### config.mk
export PLATFORM = sky130hd
export DESIGN_NAME = sorted_time_ring_schedule
export DESIGN_NICKNAME = d
export VERILOG_FILES = /design/src/hdl/sts_pkg.sv /design/src/hdl/sorted_time_ring_schedule.sv /design/src/hdl/sts_table_ram.sv /design/src/hdl/sts_engine.sv
export SDC_FILE = /design/constraint.sdc
export NUM_CORES = 1
export LEC_CHECK = 0
export BUFFER_PORTS_ARGS = -buffer_cell sky130_fd_sc_hd__buf_2
export CORE_MARGIN = 5
export CORE_UTILIZATION = 60
export DETAILED_ROUTE_END_ITERATION = 10
export PLACE_DENSITY = 0.77
export SYNTH_ARGS = -nofsm -noshare
export SYNTH_HDL_FRONTEND = slang
export SYNTH_SLANG_ARGS = --single-unit
### constraint.sdc
create_clock -name clk -period 4.8 [get_ports clk]
set_input_delay 0 -clock clk [delete_from_list [all_inputs] [get_ports clk]]
set_output_delay 0 -clock clk [all_outputs]
set_load 0.02 [all_outputs]
### src/hdl/sts_pkg.sv
`timescale 1ns / 1ps
// ----------------------------------------------------------------------------
// sts_pkg
// Shared widths, operation codes and status codes of the sorted time ring
// schedule.
// ----------------------------------------------------------------------------
package sts_pkg;

	// Field widths of the command and result ports.
	localparam int TIME_W = 27;
	localparam int OP_W   = 3;
	localparam int ST_W   = 3;

	// Default number of schedule entries.
	localparam int DEPTH_DEFAULT = 16;

	// Operation codes.
	localparam logic [OP_W-1:0] OP_INSERT  = 3'd0;
	localparam logic [OP_W-1:0] OP_REMOVE  = 3'd1;
	localparam logic [OP_W-1:0] OP_SEEK    = 3'd2;
	localparam logic [OP_W-1:0] OP_ADVANCE = 3'd3;
	localparam logic [OP_W-1:0] OP_READ    = 3'd4;

	// Status codes.
	localparam logic [ST_W-1:0] ST_DONE     = 3'd0;
	localparam logic [ST_W-1:0] ST_DUP      = 3'd1;
	localparam logic [ST_W-1:0] ST_NOTFOUND = 3'd2;
	localparam logic [ST_W-1:0] ST_FULL     = 3'd3;
	localparam logic [ST_W-1:0] ST_EMPTY    = 3'd4;

endpackage

### src/hdl/sorted_time_ring_schedule.sv
`timescale 1ns / 1ps
// ----------------------------------------------------------------------------
// sorted_time_ring_schedule
// Sorted circular schedule of distinct times of day with a current-entry
// cursor, kept in a single-port-pair table memory.
// ----------------------------------------------------------------------------
// A command is transferred when start is high and busy is low; busy stays
// high until the result has been shown. Each command gives exactly one
// result, shown for a single cycle with done high; the receiver cannot stall
// it and must take it in that cycle. Advance, read and any command other
// than insert on an empty schedule go straight to the final read of the
// cursor entry. Insert, remove and seek first scan the N stored entries one
// memory read a cycle; an insert or remove that succeeds then shifts the
// entries above the slot through the same memory, one entry a cycle, before
// a final read of the cursor entry. The longest command is removing the
// first entry of a full table. No clearing pass is needed after reset.
// ----------------------------------------------------------------------------
module sorted_time_ring_schedule #(
	parameter int DEPTH = sts_pkg::DEPTH_DEFAULT,
	parameter int IDX_W = $clog2(DEPTH),
	parameter int CNT_W = $clog2(DEPTH + 1)
) (
	input  logic                       clk,
	input  logic                       arst_n,
	input  logic                       start,
	output logic                       busy,
	input  logic [sts_pkg::OP_W-1:0]   op,
	input  logic [sts_pkg::TIME_W-1:0] time_value,
	output logic                       done,
	output logic [sts_pkg::TIME_W-1:0] current_time,
	output logic                       current_valid,
	output logic [CNT_W-1:0]           entry_count,
	output logic [sts_pkg::ST_W-1:0]   status
);

	logic                       mem_re;
	logic [IDX_W-1:0]           mem_raddr;
	logic [sts_pkg::TIME_W-1:0] mem_rdata;
	logic                       mem_we;
	logic [IDX_W-1:0]           mem_waddr;
	logic [sts_pkg::TIME_W-1:0] mem_wdata;

	// Command sequencer.
	sts_engine #(
		.DEPTH (DEPTH),
		.IDX_W (IDX_W),
		.CNT_W (CNT_W)
	) u_engine (
		.clk           (clk),
		.arst_n        (arst_n),
		.start         (start),
		.busy          (busy),
		.op            (op),
		.time_value    (time_value),
		.done          (done),
		.current_time  (current_time),
		.current_valid (current_valid),
		.entry_count   (entry_count),
		.status        (status),
		.mem_re        (mem_re),
		.mem_raddr     (mem_raddr),
		.mem_rdata     (mem_rdata),
		.mem_we        (mem_we),
		.mem_waddr     (mem_waddr),
		.mem_wdata     (mem_wdata)
	);

	// Time table.
	sts_table_ram #(
		.DEPTH (DEPTH),
		.IDX_W (IDX_W)
	) u_table (
		.clk   (clk),
		.re    (mem_re),
		.raddr (mem_raddr),
		.rdata (mem_rdata),
		.we    (mem_we),
		.waddr (mem_waddr),
		.wdata (mem_wdata)
	);

endmodule

### src/hdl/sts_table_ram.sv
`timescale 1ns / 1ps
// ----------------------------------------------------------------------------
// sts_table_ram
// Time table storage: one write port and one read port, read data
// registered and valid in the cycle after the read is issued.
// ----------------------------------------------------------------------------
module sts_table_ram #(
	parameter int DEPTH = sts_pkg::DEPTH_DEFAULT,
	parameter int IDX_W = $clog2(DEPTH)
) (
	input  logic                      clk,
	input  logic                      re,
	input  logic [IDX_W-1:0]          raddr,
	output logic [sts_pkg::TIME_W-1:0] rdata,
	input  logic                      we,
	input  logic [IDX_W-1:0]          waddr,
	input  logic [sts_pkg::TIME_W-1:0] wdata
);

	logic [sts_pkg::TIME_W-1:0] mem [DEPTH];

	// Write port.
	always_ff @(posedge clk) begin
		if (we) begin
			mem[waddr] <= wdata;
		end
	end

	// Registered read port.
	always_ff @(posedge clk) begin
		if (re) begin
			rdata <= mem[raddr];
		end
	end

endmodule

### src/hdl/sts_engine.sv
`timescale 1ns / 1ps
// ----------------------------------------------------------------------------
// sts_engine
// Sequencer of the schedule: scans the table, shifts entries up or down
// through the memory, keeps the entry count and the cursor, and presents
// one result per command.
// ----------------------------------------------------------------------------
module sts_engine #(
	parameter int DEPTH = sts_pkg::DEPTH_DEFAULT,
	parameter int IDX_W = $clog2(DEPTH),
	parameter int CNT_W = $clog2(DEPTH + 1)
) (
	input  logic                       clk,
	input  logic                       arst_n,
	// Command side.
	input  logic                       start,
	output logic                       busy,
	input  logic [sts_pkg::OP_W-1:0]   op,
	input  logic [sts_pkg::TIME_W-1:0] time_value,
	// Result side.
	output logic                       done,
	output logic [sts_pkg::TIME_W-1:0] current_time,
	output logic                       current_valid,
	output logic [CNT_W-1:0]           entry_count,
	output logic [sts_pkg::ST_W-1:0]   status,
	// Table memory.
	output logic                       mem_re,
	output logic [IDX_W-1:0]           mem_raddr,
	input  logic [sts_pkg::TIME_W-1:0] mem_rdata,
	output logic                       mem_we,
	output logic [IDX_W-1:0]           mem_waddr,
	output logic [sts_pkg::TIME_W-1:0] mem_wdata
);

	localparam logic [2:0] S_IDLE  = 3'd0;
	localparam logic [2:0] S_SCAN  = 3'd1;
	localparam logic [2:0] S_SHUP  = 3'd2;
	localparam logic [2:0] S_SHDN  = 3'd3;
	localparam logic [2:0] S_FINAL = 3'd4;
	localparam logic [2:0] S_OUT   = 3'd5;

	localparam logic [CNT_W-1:0] CNT_ONE  = CNT_W'(1);
	localparam logic [CNT_W-1:0] CNT_TWO  = CNT_W'(2);
	localparam logic [CNT_W-1:0] CNT_FULL = CNT_W'(DEPTH);

	logic [2:0]                 state_q;
	logic [sts_pkg::OP_W-1:0]   op_q;
	logic [sts_pkg::TIME_W-1:0] t_q;
	logic [sts_pkg::ST_W-1:0]   status_q;
	logic [CNT_W-1:0]           count_q;
	logic [IDX_W-1:0]           cursor_q;
	logic [CNT_W-1:0]           issue_q;
	logic                       vld_s1;
	logic [CNT_W-1:0]           idx_s1;
	logic                       found_q;
	logic [CNT_W-1:0]           found_pos_q;
	logic                       gt_seen_q;
	logic [CNT_W-1:0]           gt_pos_q;
	logic [CNT_W-1:0]           pos_q;

	logic [CNT_W-1:0] issue_m1;
	logic [CNT_W-1:0] count_m1;
	logic [CNT_W-1:0] cursor_ext;
	logic [CNT_W-1:0] ins_pos;
	logic [CNT_W-1:0] rm_cursor;
	logic             scan_end;
	logic             shup_end;
	logic             shdn_end;

	assign issue_m1   = issue_q - CNT_ONE;
	assign count_m1   = count_q - CNT_ONE;
	assign cursor_ext = CNT_W'(cursor_q);
	assign ins_pos    = gt_seen_q ? gt_pos_q : count_q;
	assign rm_cursor  = (pos_q < cursor_ext) ? (cursor_ext - CNT_ONE) : cursor_ext;
	assign scan_end   = (issue_q >= count_q) && !vld_s1;
	assign shup_end   = (issue_q == pos_q) && !vld_s1;
	assign shdn_end   = (issue_q >= count_q) && !vld_s1;

	// Memory port control for each phase of the command.
	always_comb begin
		mem_re    = 1'b0;
		mem_raddr = '0;
		mem_we    = 1'b0;
		mem_waddr = '0;
		mem_wdata = t_q;
		case (state_q)
			S_SCAN: begin
				if (issue_q < count_q) begin
					mem_re    = 1'b1;
					mem_raddr = issue_q[IDX_W-1:0];
				end
			end
			S_SHUP: begin
				if (issue_q > pos_q) begin
					mem_re    = 1'b1;
					mem_raddr = issue_m1[IDX_W-1:0];
				end
				if (vld_s1) begin
					mem_we    = 1'b1;
					mem_waddr = idx_s1[IDX_W-1:0];
					mem_wdata = mem_rdata;
				end else if (issue_q == pos_q) begin
					mem_we    = 1'b1;
					mem_waddr = pos_q[IDX_W-1:0];
					mem_wdata = t_q;
				end
			end
			S_SHDN: begin
				if (issue_q < count_q) begin
					mem_re    = 1'b1;
					mem_raddr = issue_q[IDX_W-1:0];
				end
				if (vld_s1) begin
					mem_we    = 1'b1;
					mem_waddr = idx_s1[IDX_W-1:0];
					mem_wdata = mem_rdata;
				end
			end
			S_FINAL: begin
				mem_re    = 1'b1;
				mem_raddr = cursor_q;
			end
			default: begin
			end
		endcase
	end

	// Command sequencer with count and cursor.
	always_ff @(posedge clk or negedge arst_n) begin
		if (!arst_n) begin
			state_q   <= S_IDLE;
			count_q   <= '0;
			cursor_q  <= '0;
			vld_s1    <= 1'b0;
			found_q   <= 1'b0;
			gt_seen_q <= 1'b0;
			issue_q   <= '0;
			status_q  <= sts_pkg::ST_DONE;
		end else begin
			case (state_q)
				S_IDLE: begin
					if (start) begin
						op_q      <= op;
						t_q       <= time_value;
						found_q   <= 1'b0;
						gt_seen_q <= 1'b0;
						issue_q   <= '0;
						vld_s1    <= 1'b0;
						status_q  <= sts_pkg::ST_DONE;
						if (op == sts_pkg::OP_INSERT || (count_q != '0 &&
						    (op == sts_pkg::OP_REMOVE || op == sts_pkg::OP_SEEK))) begin
							state_q <= S_SCAN;
						end else begin
							if (count_q == '0) begin
								status_q <= sts_pkg::ST_EMPTY;
							end else if (op == sts_pkg::OP_ADVANCE) begin
								if (cursor_ext == count_m1) begin
									cursor_q <= '0;
								end else begin
									cursor_q <= cursor_q + IDX_W'(1);
								end
							end
							state_q <= S_FINAL;
						end
					end
				end
				S_SCAN: begin
					// Issue one read a cycle and compare the entry that returns.
					vld_s1 <= issue_q < count_q;
					idx_s1 <= issue_q;
					if (issue_q < count_q) begin
						issue_q <= issue_q + CNT_ONE;
					end
					if (vld_s1) begin
						if (mem_rdata == t_q && !found_q) begin
							found_q     <= 1'b1;
							found_pos_q <= idx_s1;
						end
						if (mem_rdata > t_q && !gt_seen_q) begin
							gt_seen_q <= 1'b1;
							gt_pos_q  <= idx_s1;
						end
					end
					if (scan_end) begin
						if (op_q == sts_pkg::OP_INSERT) begin
							if (found_q) begin
								status_q <= sts_pkg::ST_DUP;
								state_q  <= S_FINAL;
							end else if (count_q == CNT_FULL) begin
								status_q <= sts_pkg::ST_FULL;
								state_q  <= S_FINAL;
							end else begin
								pos_q   <= ins_pos;
								issue_q <= count_q;
								state_q <= S_SHUP;
							end
						end else if (op_q == sts_pkg::OP_REMOVE) begin
							if (!found_q) begin
								status_q <= sts_pkg::ST_NOTFOUND;
								state_q  <= S_FINAL;
							end else begin
								pos_q   <= found_pos_q;
								issue_q <= found_pos_q + CNT_ONE;
								state_q <= S_SHDN;
							end
						end else begin
							// Seek: unless the time is stored, first entry strictly after it, circularly.
							if (count_q >= CNT_TWO && !found_q) begin
								cursor_q <= gt_seen_q ? gt_pos_q[IDX_W-1:0] : '0;
							end
							state_q <= S_FINAL;
						end
					end
				end
				S_SHUP: begin
					// Move entries up by one from the top down to the insert slot.
					vld_s1 <= issue_q > pos_q;
					idx_s1 <= issue_q;
					if (issue_q > pos_q) begin
						issue_q <= issue_m1;
					end
					if (shup_end) begin
						count_q <= count_q + CNT_ONE;
						if (count_q != '0 && pos_q <= cursor_ext) begin
							cursor_q <= cursor_q + IDX_W'(1);
						end
						state_q <= S_FINAL;
					end
				end
				S_SHDN: begin
					// Move entries down by one over the removed slot.
					vld_s1 <= issue_q < count_q;
					idx_s1 <= issue_m1;
					if (issue_q < count_q) begin
						issue_q <= issue_q + CNT_ONE;
					end
					if (shdn_end) begin
						count_q <= count_m1;
						if (rm_cursor >= count_m1) begin
							cursor_q <= '0;
						end else begin
							cursor_q <= rm_cursor[IDX_W-1:0];
						end
						state_q <= S_FINAL;
					end
				end
				S_FINAL: begin
					state_q <= S_OUT;
				end
				S_OUT: begin
					state_q <= S_IDLE;
				end
				default: begin
					state_q <= S_IDLE;
				end
			endcase
		end
	end

	// Result presentation: the cursor entry arrives from the memory in S_OUT.
	assign busy          = state_q != S_IDLE;
	assign done          = state_q == S_OUT;
	assign current_valid = count_q != '0;
	assign current_time  = (count_q != '0) ? mem_rdata : '0;
	assign entry_count   = count_q;
	assign status        = status_q;

endmodule
==> qor.yml <==
placement:
  place_congestion: 0.971
  hpwl_mm: 30.7
  dp_slack_ns: 0.814
  numPortBuffers: 70
critical_path:
  startpoint: "u_engine.entry_count[2]"
  r2r_slack_ns: 0.79
  cp-end-kind: "register"
  critPathKind: "register to register"
  path_max_fanout: 22
  worstPathRequired_ns: 5.12
  cp_slowest_stage_delay_ns: 0.66
  reg2reg_from: "u_engine.entry_count[2]"
  start_kind: "register"
  cp.arrival_ns: 4.32
  critPathSlowestCell: "a21oi_4"
  cp_cell_sequence: "inv_1 -> ha_1 -> a21oi_1 -> o21ai_1 -> nor2_1 -> ha_1 -> inv_1 -> o22ai_1 -> a21oi_4 -> buf_12 -> mux4_2 -> mux2i_1 -> mux2i_1"
routing:
  num_vias: 12900
  ant_nets: 0
  drc: 0
  wl_per_cell_um: 26.2
  routed_wl_mm: 53.3
  drt_iter0_drc: 1410
  drt_first_pass_iters: 5
  viasPerCell: 6.31
cts:
  cts_tree: "built"
  htree_levels: 2
  postCtsResizedCells: 0
  path_clk_slew_ns: 0.06
  cts_buffers: 53
  cts_sinks: 532
  cts_buffer_depth: 3
  root_buffer: "clkbuf_16"
  clk_latency_ns: 0.60
power:
  power.static_leakage_nw: 9.06
  powerDensity_nw_per_um2: 509
  irDropWorstVdd_v: 0.000365
flow_run:
  maxCapViolCount: 0
floorplanning:
  ios: 71
  fp.dieArea_um2: 42100
  die_x_um: 205
  die_height_um: 205
  row_count: 71
  start_util_pct: 60.7
  coreArea_um2: 37700
synth:
  synthArstFlopShare_pct: 4.32
  synth_ff_type: "edfxtp_1"
  synth_area_per_cell_um2: 17.2
  yosys_register_bits: 532
  synthMuxAreaShare_pct: 14.3
  synth-simple-area-share_pct: 5.06
  synth.net_count: 1420
  synth-compound-area-share_pct: 4.79
  yosysSeqAreaShare_pct: 69.4
  synth_area_um2: 22900
  ys_warn_count: 0
  synth_edf_count: 509
  synth_top_family_by_area: "multiplexers"
  synth-adder-area-share_pct: 3.12
  synth_cells: 1330
  yosysUniqueCellTypes: 68
  synth_xor_area_share_pct: 1.03
timing:
  setup_violations: 0
  fin_setup_tns_ns: 0
  max_freq_mhz: 250
  post-route-min-period_ns: 4.01
  fin_ws_ns: 0.793
  relSlewSlack_pct: 31.0
  tightest_slew_ns: 1.03
  finalHoldViolCount: 0
  finalCritPeriodShare_pct: 83.5
  rsz0062_at_grt: "false"
  fin_skew_ns: 0.0185
  final_max_slew_viol_count: 0
grt:
  grt_pass1_vias: 13100
  antenna_found_initial: 0
  grt_pass1_wl_mm: 80.5
  grt-ovfl-total: 0
  track_usage_pct: 25.9
  grt_start_max_net_pins: 109
layout:
  fin_util_pct: 69.5
  area_delta_synth_final_pct: 14.6
  fin_nets: 1582
  num_antenna_cells: 0
  drive_above_1_share_pct: 22.3
  final_common_cell: "edfxtp_1"
  final_cell_mix: "edfxtp_1 (509), mux4_2 (108), mux2i_1 (83), nand2_1 (73), buf_2 (70)"
worst_hold_path:
  hp-start: "time_value[2]"
  hold_path_class: "input port to register"
run_status:
  status: "finished, final reports clean"
cells in the mapped netlist, types with 5 or more instances:
master	instances	area (µm²)
nand4_1	10	62.6
nand3_1	17	85.1
nor2_1	51	191
inv_1	54	203
a21oi_1	32	160
mux4_2	108	2430
buf_4	13	97.6
nor3_1	17	85.1
ha_1	57	713
nor2b_1	9	56.3
a31oi_1	10	62.6
dfrtp_1	23	576
buf_2	16	80.1
o21ai_1	6	30.0
xnor2_1	25	219
a21o_1	11	82.6
edfxtp_1	509	15300
o22a_1	6	52.6
nand2b_1	5	31.3
and2_1	29	181
mux2i_1	83	831
nand2_1	73	274
clkbuf_1	22	82.6
o21ai_0	59	295
metrics by stage:
step           cell area [µm²]  power [mW]  hold slack, ns  std cells
3_5_place_dp             24300        9.60          0.0694       1914
6_report                 26200        13.3           0.103       2038
5_1_grt                  26200        13.9          0.0910       2038
3_3_place_gp             24300        9.50          0.0651       1914
2_1_floorplan            22900        8.45          -0.296       1330
4_1_cts                  26200        13.4          0.0772       2038
report_power, final:
group	leakage, nW	switching [mW]	internal [mW]
registers	4.90	0.316	5.51
clock network	0.762	1.67	2.10
logic	3.40	2.13	1.59
state kept, by name (all words and copies together), names as in the netlist, 3 cells and up:
| register | flops |
|---|---|
| u_engine.op_q | 3 |
| u_engine.entry_count | 5 |
| u_table.rdata | 27 |
| u_engine.state_q | 3 |
| u_engine.pos_q | 5 |
| u_engine.gt_pos_q | 5 |
| u_engine.idx_s1 | 5 |
| u_engine.found_pos_q | 5 |
| u_engine.status | 3 |
| u_engine.t_q | 27 |
| u_engine.cursor_q | 4 |
| u_table.mem | 432 |
| u_engine.issue_q | 5 |
logic make-up after synthesis:
logic type | count (synthesis)
adder cells (fa/ha/maj) | 57
AND/OR/NAND/NOR | 236
buffers and inverters | 115
flip-flops | 532
AO/OA/AOI/OAI | 171
XOR/XNOR | 27
multiplexers | 192
area by class of cell:
type	count	area, µm²
Timing Repair Buffer	162	1290
Multi-Input combinational cell	683	6620
Clock buffer	66	1400
Tap cell	511	639
Inverter	60	225
Clock inverter	24	163
Sequential cell	532	15900
Fill cell	2426	11500
layer usage:
layer	wire length [µm]	vias to the layer above	track usage, %
met5	0	-	0
met4	1340	0	7.11
met3	4430	116	4.55
met2	26700	651	43.2
met1	20900	6506	36.0
li1	-	5587	-
worst max-delay path: cells and delay by family, from the launching register on:
| kind | cells | cell delay [ns] |
|---|---|---|
| compound gates | 4 | 1.11 |
| fa+ha+maj | 2 | 0.56 |
| buf+inv | 3 | 0.49 |
| flops | 1 | 0.53 |
| mux | 3 | 0.81 |
| simple gates | 1 | 0.21 |
timing repair:
action | 4_1_cts | 5_1_grt
hold buffers | 34 | 0
hold endpoints to repair | 57 | 0
setup buffers | 0 | 0
setup endpoints to repair | 0 | 0
worst paths after layout:
check,end,depth (start not counted)
worst min-delay path,u_engine.t_q[2],2
worst max register to register,u_table.rdata[13],13
min in group asynchronous,u_engine.cursor_q[1],4
worst min register to register,u_engine.found_pos_q[4],0
worst max-delay path,u_table.rdata[13],13
max in group asynchronous,u_engine.found_q,4
Power figures use the tool's default switching activity.
